==> config.mk <==
export PLATFORM = sky130hd
export DESIGN_NAME = re8_lattice_nearest_point
export DESIGN_NICKNAME = d
export VERILOG_FILES = /design/src/re8_pkg.sv /design/src/re8_coset_round.sv /design/src/re8_parity_fix.sv /design/src/re8_lattice_nearest_point.sv
export SDC_FILE = /design/constraint.sdc
export NUM_CORES = 2
export LEC_CHECK = 0
export ABC_AREA = 0
export BUFFER_PORTS_ARGS = -buffer_cell sky130_fd_sc_hd__buf_2
export CELL_PAD_IN_SITES_DETAIL_PLACEMENT = 0
export CELL_PAD_IN_SITES_GLOBAL_PLACEMENT = 2
export CORE_MARGIN = 2
export CORE_UTILIZATION = 44
export CTS_CLUSTER_SIZE = 25
export DETAILED_ROUTE_END_ITERATION = 12
export HOLD_SLACK_MARGIN = 0.03
export PLACE_DENSITY = 0.91
export SLEW_MARGIN = 20
export SYNTH_ARGS = -nofsm -noshare
export SYNTH_HDL_FRONTEND = slang
export SYNTH_SLANG_ARGS = --single-unit
==> constraint.sdc <==
create_clock -name clk -period 22 [get_ports clk]
set_input_delay 4.4 -clock clk [delete_from_list [all_inputs] [get_ports clk]]
set_output_delay 4.4 -clock clk [all_outputs]
set_load 0.005 [all_outputs]
==> src/re8_pkg.sv <==
package re8_pkg;

	localparam int DIMS    = 8;
	localparam int IN_W    = 20;
	localparam int OUT_W   = 13;
	localparam int FRAC    = 8;
	localparam int ONE_FIX = 1 << FRAC;
	localparam int CV_W    = IN_W + 1;
	localparam int ACC_W   = CV_W + 1;
	localparam int RSH     = FRAC + 1;
	localparam int DERR_W  = FRAC + 2;
	localparam int TERR_W  = FRAC + 3;
	localparam int SQ_W    = 2 * (FRAC + 1) + 1;
	localparam int ESUM_W  = SQ_W + $clog2(DIMS);
	localparam int IDX_W   = $clog2(DIMS);
	localparam int S_DW    = DIMS * IN_W;
	localparam int M_DW    = ((DIMS * OUT_W + 7) / 8) * 8;

	typedef logic signed [CV_W-1:0]   cval_t;
	typedef logic signed [OUT_W-1:0]  pt_t;
	typedef logic signed [DERR_W-1:0] derr_t;
	typedef logic signed [TERR_W-1:0] terr_t;
	typedef logic [SQ_W-1:0]          sq_t;
	typedef logic [ESUM_W-1:0]        esum_t;

	typedef cval_t cvec_t [DIMS];
	typedef pt_t   pvec_t [DIMS];
	typedef derr_t dvec_t [DIMS];
	typedef terr_t tvec_t [DIMS];
	typedef sq_t   sqvec_t [DIMS];

endpackage

==> src/re8_coset_round.sv <==
module re8_coset_round import re8_pkg::*; (
	input  cvec_t v,
	output pvec_t y,
	output dvec_t d,
	output logic  odd
);

	logic signed [ACC_W-1:0] acc [DIMS];
	logic signed [ACC_W-1:0] rnd [DIMS];

	// nearest even integer, ties away from zero: q = floor((v + 256 - neg) / 512)
	always_comb begin
		odd = 1'b0;
		for (int i = 0; i < DIMS; i++) begin
			rnd[i] = v[i][CV_W-1] ? ACC_W'(ONE_FIX - 1) : ACC_W'(ONE_FIX);
			acc[i] = ACC_W'(v[i]) + rnd[i];
			y[i]   = {acc[i][RSH+OUT_W-2:RSH], 1'b0};
			d[i]   = derr_t'({1'b0, acc[i][RSH-1:0]}) - derr_t'(rnd[i]);
			odd    = odd ^ acc[i][RSH];
		end
	end

endmodule

==> src/re8_parity_fix.sv <==
module re8_parity_fix import re8_pkg::*; (
	input  pvec_t y,
	input  dvec_t d,
	input  logic  odd,
	output pvec_t yo,
	output tvec_t t
);

	logic [DERR_W-2:0] best;
	logic [DERR_W-2:0] mag [DIMS];
	logic [IDX_W-1:0]  pick;

	// when the parity is odd, the first coordinate of largest error moves by 2 toward the input
	always_comb begin
		best = '0;
		pick = '0;
		for (int i = 0; i < DIMS; i++) begin
			mag[i] = d[i][DERR_W-1] ? (DERR_W-1)'(-d[i]) : (DERR_W-1)'(d[i]);
			if (mag[i] > best) begin
				best = mag[i];
				pick = IDX_W'(i);
			end
		end
		for (int i = 0; i < DIMS; i++) begin
			yo[i] = y[i];
			t[i]  = TERR_W'(d[i]);
		end
		if (odd) begin
			if (d[pick][DERR_W-1]) begin
				yo[pick] = y[pick] - pt_t'(2);
				t[pick]  = TERR_W'(d[pick]) + terr_t'(2 * ONE_FIX);
			end else begin
				yo[pick] = y[pick] + pt_t'(2);
				t[pick]  = TERR_W'(d[pick]) - terr_t'(2 * ONE_FIX);
			end
		end
	end

endmodule

==> src/re8_lattice_nearest_point.sv <==
// Nearest RE8 (Gosset) lattice point to an 8-vector of signed Q11.8 coordinates.
// Five-stage pipeline: coset rounding, parity fix, squared errors, error sums,
// coset select. One vector is taken every cycle while the output side does not stall;
// each result is registered in every stage before it reaches the output.
// Backpressure stalls only the stages that hold data, so bubbles are squeezed out.
// On equal squared error the odd coset (2D8 + 1) is returned.
module re8_lattice_nearest_point import re8_pkg::*; (
	input  logic            clk,
	input  logic            arst_n,
	input  logic            s_tvalid,
	output logic            s_tready,
	input  logic [S_DW-1:0] s_tdata,  // coord_0 .. coord_7, 20 bits each
	output logic            m_tvalid,
	input  logic            m_tready,
	output logic [M_DW-1:0] m_tdata   // point_0 .. point_7, 13 bits each
);

	cvec_t  v_in, vs_in;
	pvec_t  y1_r, y2_r, y1_f, y2_f;
	dvec_t  d1_r, d2_r;
	logic   odd1_r, odd2_r;
	tvec_t  t1_f, t2_f;
	sqvec_t sq1_c, sq2_c;
	terr_t  ta1, ta2;
	esum_t  e1_c, e2_c;

	logic   vld_s1, vld_s2, vld_s3, vld_s4, vld_s5;
	logic   rdy1, rdy2, rdy3, rdy4, rdy5;

	pvec_t  y1_s1, y2_s1;
	dvec_t  d1_s1, d2_s1;
	logic   odd1_s1, odd2_s1;
	pvec_t  y1_s2, y2_s2;
	tvec_t  t1_s2, t2_s2;
	pvec_t  y1_s3, y2_s3;
	sqvec_t sq1_s3, sq2_s3;
	pvec_t  y1_s4, y2_s4;
	esum_t  e1_s4, e2_s4;
	pvec_t  pt_s5;

	always_comb begin
		for (int i = 0; i < DIMS; i++) begin
			v_in[i]  = CV_W'($signed(s_tdata[i*IN_W +: IN_W]));
			vs_in[i] = v_in[i] - cval_t'(ONE_FIX);
		end
	end

	re8_coset_round u_round_even (.v(v_in),  .y(y1_r), .d(d1_r), .odd(odd1_r));
	re8_coset_round u_round_odd  (.v(vs_in), .y(y2_r), .d(d2_r), .odd(odd2_r));

	re8_parity_fix u_fix_even (.y(y1_s1), .d(d1_s1), .odd(odd1_s1), .yo(y1_f), .t(t1_f));
	re8_parity_fix u_fix_odd  (.y(y2_s1), .d(d2_s1), .odd(odd2_s1), .yo(y2_f), .t(t2_f));

	always_comb begin
		e1_c = '0;
		e2_c = '0;
		for (int i = 0; i < DIMS; i++) begin
			ta1      = t1_s2[i][TERR_W-1] ? -t1_s2[i] : t1_s2[i];
			ta2      = t2_s2[i][TERR_W-1] ? -t2_s2[i] : t2_s2[i];
			sq1_c[i] = SQ_W'($unsigned(ta1)) * SQ_W'($unsigned(ta1));
			sq2_c[i] = SQ_W'($unsigned(ta2)) * SQ_W'($unsigned(ta2));
			e1_c     = e1_c + ESUM_W'(sq1_s3[i]);
			e2_c     = e2_c + ESUM_W'(sq2_s3[i]);
		end
	end

	assign rdy5     = !vld_s5 || m_tready;
	assign rdy4     = !vld_s4 || rdy5;
	assign rdy3     = !vld_s3 || rdy4;
	assign rdy2     = !vld_s2 || rdy3;
	assign rdy1     = !vld_s1 || rdy2;
	assign s_tready = rdy1;
	assign m_tvalid = vld_s5;

	always_ff @(posedge clk or negedge arst_n) begin
		if (!arst_n) begin
			vld_s1 <= 1'b0;
			vld_s2 <= 1'b0;
			vld_s3 <= 1'b0;
			vld_s4 <= 1'b0;
			vld_s5 <= 1'b0;
		end else begin
			if (rdy1) vld_s1 <= s_tvalid;
			if (rdy2) vld_s2 <= vld_s1;
			if (rdy3) vld_s3 <= vld_s2;
			if (rdy4) vld_s4 <= vld_s3;
			if (rdy5) vld_s5 <= vld_s4;
		end
	end

	always_ff @(posedge clk) begin
		if (rdy1 && s_tvalid) begin
			y1_s1   <= y1_r;
			y2_s1   <= y2_r;
			d1_s1   <= d1_r;
			d2_s1   <= d2_r;
			odd1_s1 <= odd1_r;
			odd2_s1 <= odd2_r;
		end
		if (rdy2 && vld_s1) begin
			y1_s2 <= y1_f;
			y2_s2 <= y2_f;
			t1_s2 <= t1_f;
			t2_s2 <= t2_f;
		end
		if (rdy3 && vld_s2) begin
			y1_s3  <= y1_s2;
			y2_s3  <= y2_s2;
			sq1_s3 <= sq1_c;
			sq2_s3 <= sq2_c;
		end
		if (rdy4 && vld_s3) begin
			y1_s4 <= y1_s3;
			y2_s4 <= y2_s3;
			e1_s4 <= e1_c;
			e2_s4 <= e2_c;
		end
		if (rdy5 && vld_s4) begin
			for (int i = 0; i < DIMS; i++) begin
				pt_s5[i] <= (e1_s4 < e2_s4) ? y1_s4[i] : (y2_s4[i] | pt_t'(1));
			end
		end
	end

	always_comb begin
		m_tdata = '0;
		for (int i = 0; i < DIMS; i++) begin
			m_tdata[i*OUT_W +: OUT_W] = pt_s5[i];
		end
	end

endmodule
## Word level (Yosys, flattened, before mapping)

Memories as Yosys holds them, arrays and structs flattened.
Cells that the tools add are included.
W data, S select, Z words.

- Add/subtract/negate cells: 94
- Order comparisons: 21
- Multipliers: 16
- Reduce and logical (&&, ||, !) cells: 17
- Bitwise operators: 16
- Multiplexer cells: 122

Operator list:

| cell | count |
|---|---|
| $bwmux W104 | 4 |
| $mux W104 | 4 |
| $mux W9 | 46 |
| $bwmux W88 | 4 |
| $mux W88 | 4 |
| $mul A11 B11 Y19 | 16 |
| $mux W11 | 18 |
| $mux W13 | 14 |
| $add A22 B19 Y22 | 8 |
| $neg A11 Y11 | 16 |
| $add A20 B10 Y21 | 8 |
| $add A21 B10 Y21 | 8 |
| $sub A20 B10 Y21 const B | 8 |
| $sub A10 B10 Y10 | 16 |
| $neg A9 Y9 | 16 |
| $gt A9 B9 Y1 | 14 |
| $bmux W13 S3 | 2 |
| $demux W13 S3 | 2 |
| $demux W11 S3 | 2 |
| $bmux W10 S3 | 2 |
| $add A21 B19 Y22 | 2 |
| $add A20 B19 Y21 | 2 |
| $add A19 B19 Y20 | 2 |
| $mux W10 | 4 |
| 16 further kinds | 64 |

- Output and inout port bits: 106
- Memories: 1
- Logic and storage cells: 424
- Input bits: 164
- Bits in registers: 1507
- Memory bits (writable): 104

Memories:

| name | words | bits a word | read ports | clocked after memory_dff | write ports | line | RTL |
|---|---|---|---|---|---|---|---|
| pt_s5 | 8 | 13 | 8 | 0 | 8 | re8_lattice_nearest_point.sv:39 | `pvec_t pt_s5;` |

## Longest topological paths before layout

- Depth after elaboration: 26
- Depth in mapped cells: 76
- Depth with buffers taken out: 68

## Cells and area by module

A second synthesis with hierarchy kept.

- Cells, all modules: 12862
- Area total of the unflattened synthesis: 136445.9 um^2

By module, submodules not included:

| module | area each (um^2) | instances | seq. area each (um^2) | cells each |
|---|---|---|---|---|
| re8_lattice_nearest_point | 109306.1 | 1 | 47630.7 | 8863 |
| re8_coset_round at u_round_even | 7404.6 | 1 | 0.0 | 1001 |
| re8_coset_round at u_round_odd | 7295.7 | 1 | 0.0 | 994 |
| re8_parity_fix at u_fix_odd | 6258.5 | 1 | 0.0 | 1013 |
| re8_parity_fix at u_fix_even | 6180.9 | 1 | 0.0 | 991 |

## Worst setup path before layout

Ideal clock, no wire load.

- Path kind: in2reg
- Start: input m_tready
- End: register sq1_s3[0] (netlist bit) (enable)
- Buffers on the path: 0
- Arrival time: 15370 ps
- Slack: 5725 ps
- Cell stages on the path: 3
- Data required time: 21095 ps
- Library setup time: 905 ps
- Path through: nor2b_1 > nand3_1 > and2_1

- Cells in the longest elaborated chain, start to end: 4

RTL lines:

| item | line | RTL |
|---|---|---|
| start: declaration | re8_lattice_nearest_point.sv:14 | `input logic m_tready,` |
| $logic_or A1 B1 Y1 | re8_lattice_nearest_point.sv:67 | `assign rdy5 = !vld_s5 \|\| m_tready;` |
| $logic_or A1 B1 Y1 | re8_lattice_nearest_point.sv:68 | `assign rdy4 = !vld_s4 \|\| rdy5;` |
| $logic_or A1 B1 Y1 | re8_lattice_nearest_point.sv:69 | `assign rdy3 = !vld_s3 \|\| rdy4;` |
| $logic_and A1 B1 Y1 | re8_lattice_nearest_point.sv:106 | `if (rdy3 && vld_s2) begin` |
| end signal: assignment | re8_lattice_nearest_point.sv:109 | `sq1_s3 <= sq1_c;` |
| end: declaration | re8_lattice_nearest_point.sv:36 | `sqvec_t sq1_s3, sq2_s3;` |

Every way passes these cells.
A chain may end at the register's enable or synchronous reset.

==> impl_metrics.json <==
{
  "grt_max_degree": 156,
  "die_area_mm2": 0.298,
  "async_flop_share": 0.00328,
  "r2r-start": "d2_s1[74]",
  "via_count": 86200,
  "holdPathStages": 0,
  "worstPathArrival_ns": 19.57,
  "layout_worst_path_cycle_share": 0.864,
  "wl_per_cell_um": 23.2,
  "clock_latency_ns": 0.88,
  "post_cts_buffers": 0,
  "postCtsResizedCells": 0,
  "synthTopCellsByArea": "edfxtp_1, fa_1, ha_1",
  "cp-end-kind": "flip-flop",
  "clkTransAtPathRegs_ns": 0.06,
  "finalHoldViolCount": 0,
  "gr-usage-met3": 0.0292,
  "crit_path_max_incr_delay_ns": 0.88,
  "grt-busiest-layer": "met2",
  "portBuffers": 269,
  "ys_seq_area_frac": 0.354,
  "cp_common_cell": "a21oi_1",
  "path_buf_inv": 2,
  "gp_congestion": 0.980,
  "synthDistinctLibCells": 99,
  "wirelength_mm": 382,
  "cp_max_fo": 28,
  "syn2layout_area_growth_pct": 9.54,
  "start_kind": "flip-flop",
  "period_needed_ns": 19.00,
  "syn-cell-area_mm2": 0.129,
  "cts_max_level": 4,
  "clockBufferDepth": 4,
  "dp.cells": 16100,
  "setup_viol": 0,
  "cts.sinks": 1524,
  "met2_usage": 0.423,
  "r2r-end": "y2_s2[49]",
  "dp_hpwl_mm": 316,
  "synth_top_cell_area_share": 0.353,
  "coreArea_mm2": 0.291,
  "nNetsFinal": 15000,
  "drc": 0,
  "cts_buffers": 172,
  "final_antenna_net_count": 0,
  "tightestPinTransition_ns": 1.13,
  "synth-edff-count": 1519,
  "maxSlewViolCount": 0,
  "dr.pass1.iters": 6,
  "ios": 270,
  "cts_tree": "built",
  "crit_slowest_cell": "a2111oi_0",
  "antenna_found_initial": 46,
  "grt_pass1_wl_mm": 566,
  "synthCells": 12000,
  "holdPathEnd": "y1_s4[55]",
  "syn_avg_cell_area_um2": 10.7,
  "mostFrequentLayoutCells": "inv_1, edfxtp_1, fa_1",
  "synth_seq_cells": 1524,
  "layout.cells.non_filler": 16500,
  "track_usage": 0.256,
  "ys_warn_count": 0,
  "viasPerCell": 5.23,
  "clockRootBuffer": "clkbuf_16",
  "min_from": "y1_s3[55]",
  "met1_usage": 0.340,
  "reg2reg_depth": 61,
  "maxClockFrequency_mhz": 52.6,
  "post-route-cell-area_mm2": 0.141,
  "r2r_slack_ns": 3.00,
  "drtIter0Drc": 6946,
  "critical-path-top-delay-family": "compound AO/OA/AOI/OAI gates",
  "grt-ovfl-total": 0,
  "final_util": 0.485,
  "fin_worst_skew_ns": 0.0955,
  "fin_setup_tns_ns": 0,
  "rsz0062_at_grt": "false",
  "layout-drive-gt1-share": 0.0711,
  "die_w_um": 546,
  "cp.required_ns": 22.56,
  "cap_violations": 0,
  "max_slew_margin": 0.243,
  "dpl_cell_area_mm2": 0.135,
  "synth_area_leader_cell": "edfxtp_1",
  "status": "completed",
  "crit_type": "flip-flop to flip-flop",
  "grt_pass1_vias": 88200,
  "synthFlopType": "edfxtp_1",
  "ctsHoldBuffers": 0,
  "rows": 198,
  "hold_class": "flip-flop to flip-flop",
  "die_h_um": 546,
  "initial_core_util": 0.443,
  "layout_commonest_cell": "inv_1"
}
-- per-layer routing --
layer	vias to the layer above	wire, um	part of all wire
li1	40200	-	-
met1	42900	162000	0.43
met2	2642	180000	0.47
met3	533	20700	0.054
met4	6	19000	0.050
met5	-	33	0.000086
-- final cells by class --
cell class,instances,area [um^2]
fill,26600,150000
multi-input combinational,8166,74500
timing repair buffer,350,1980
inverter,2197,8250
antenna,27,67.6
clock buffer,192,4400
tap,3900,4880
sequential,1524,45700
clock inverter,122,1510
-- kinds of logic after synthesis --
logic type / synth area share
muxes: 0.0160
DFF: 0.354
and+or+nand+nor: 0.0906
AOI/OAI and AO/OA: 0.0812
buffers and inverters: 0.0749
xor gates and xnor gates: 0.0730
adders and majority gates: 0.310
other: 0.0000582
-- Yosys cell counts (all sizes together), types with 21 or more instances --
library cell	number
nor2b	101
edfxtp	1519
o31ai	60
clkbuf	330
nand2	873
o21ai	497
or2	76
a211oi	27
and3	26
and2	84
nor3	146
xnor2	735
inv	2189
mux2i	51
o41ai	30
nor4	26
fa	1247
nand3	119
o21a	72
a21oi	511
buf	34
xor2	334
o22ai	21
nand2b	156
mux2	138
a21o	150
nand4	55
o21bai	131
a21boi	34
or3	61
ha	1200
nor2	776
-- per-stage QoR --
| stage | hold WS, ns | setup slack, ns |
|---|---|---|
| floorplan | 0.400 | 5.72 |
| global placement | 0.401 | 3.13 |
| detailed placement | 0.405 | 3.01 |
| CTS | 0.375 | 2.90 |
| global route | 0.380 | 1.61 |
| finish | 0.374 | 3.00 |
-- worst max-delay path by stage --
stage	startpoint	to	slack (ns)	cells past startpoint
4_1_cts	d2_s1[74]	y2_s2[49]	2.90	61
6_report	d2_s1[74]	y2_s2[49]	3.00	61
5_1_grt	d2_s1[74]	y2_s2[7]	1.61	62
3_3_place_gp	d2_s1[74]	y2_s2[36]	3.13	62
2_1_floorplan	m_tready	sq1_s3[0]	5.72	3
3_5_place_dp	d2_s1[74]	y2_s2[62]	3.01	61
-- worst reg2reg max path, delay by kind of cell, from the launching register on --
family,cells,cell delay (ns)
DFF,1,0.50
muxes,3,1.09
and+or+nand+nor,21,6.12
buffers and inverters,2,0.31
xor gates and xnor gates,2,1.26
AOI/OAI and AO/OA,26,7.35
adders and majority gates,7,2.09
-- flip-flops by register name (all words and copies together) (netlist names), 96 cells and up --
name	cells
y2_s3	96
y2_s2	96
sq2_s3	144
y1_s1	96
y1_s4	96
y2_s1	96
pt_s5	97
y1_s2	96
y2_s4	96
y1_s3	96
sq1_s3	144
Power is not shown: default switching activity piles up to over one toggle a cycle in this logic, so the estimate is an artifact.
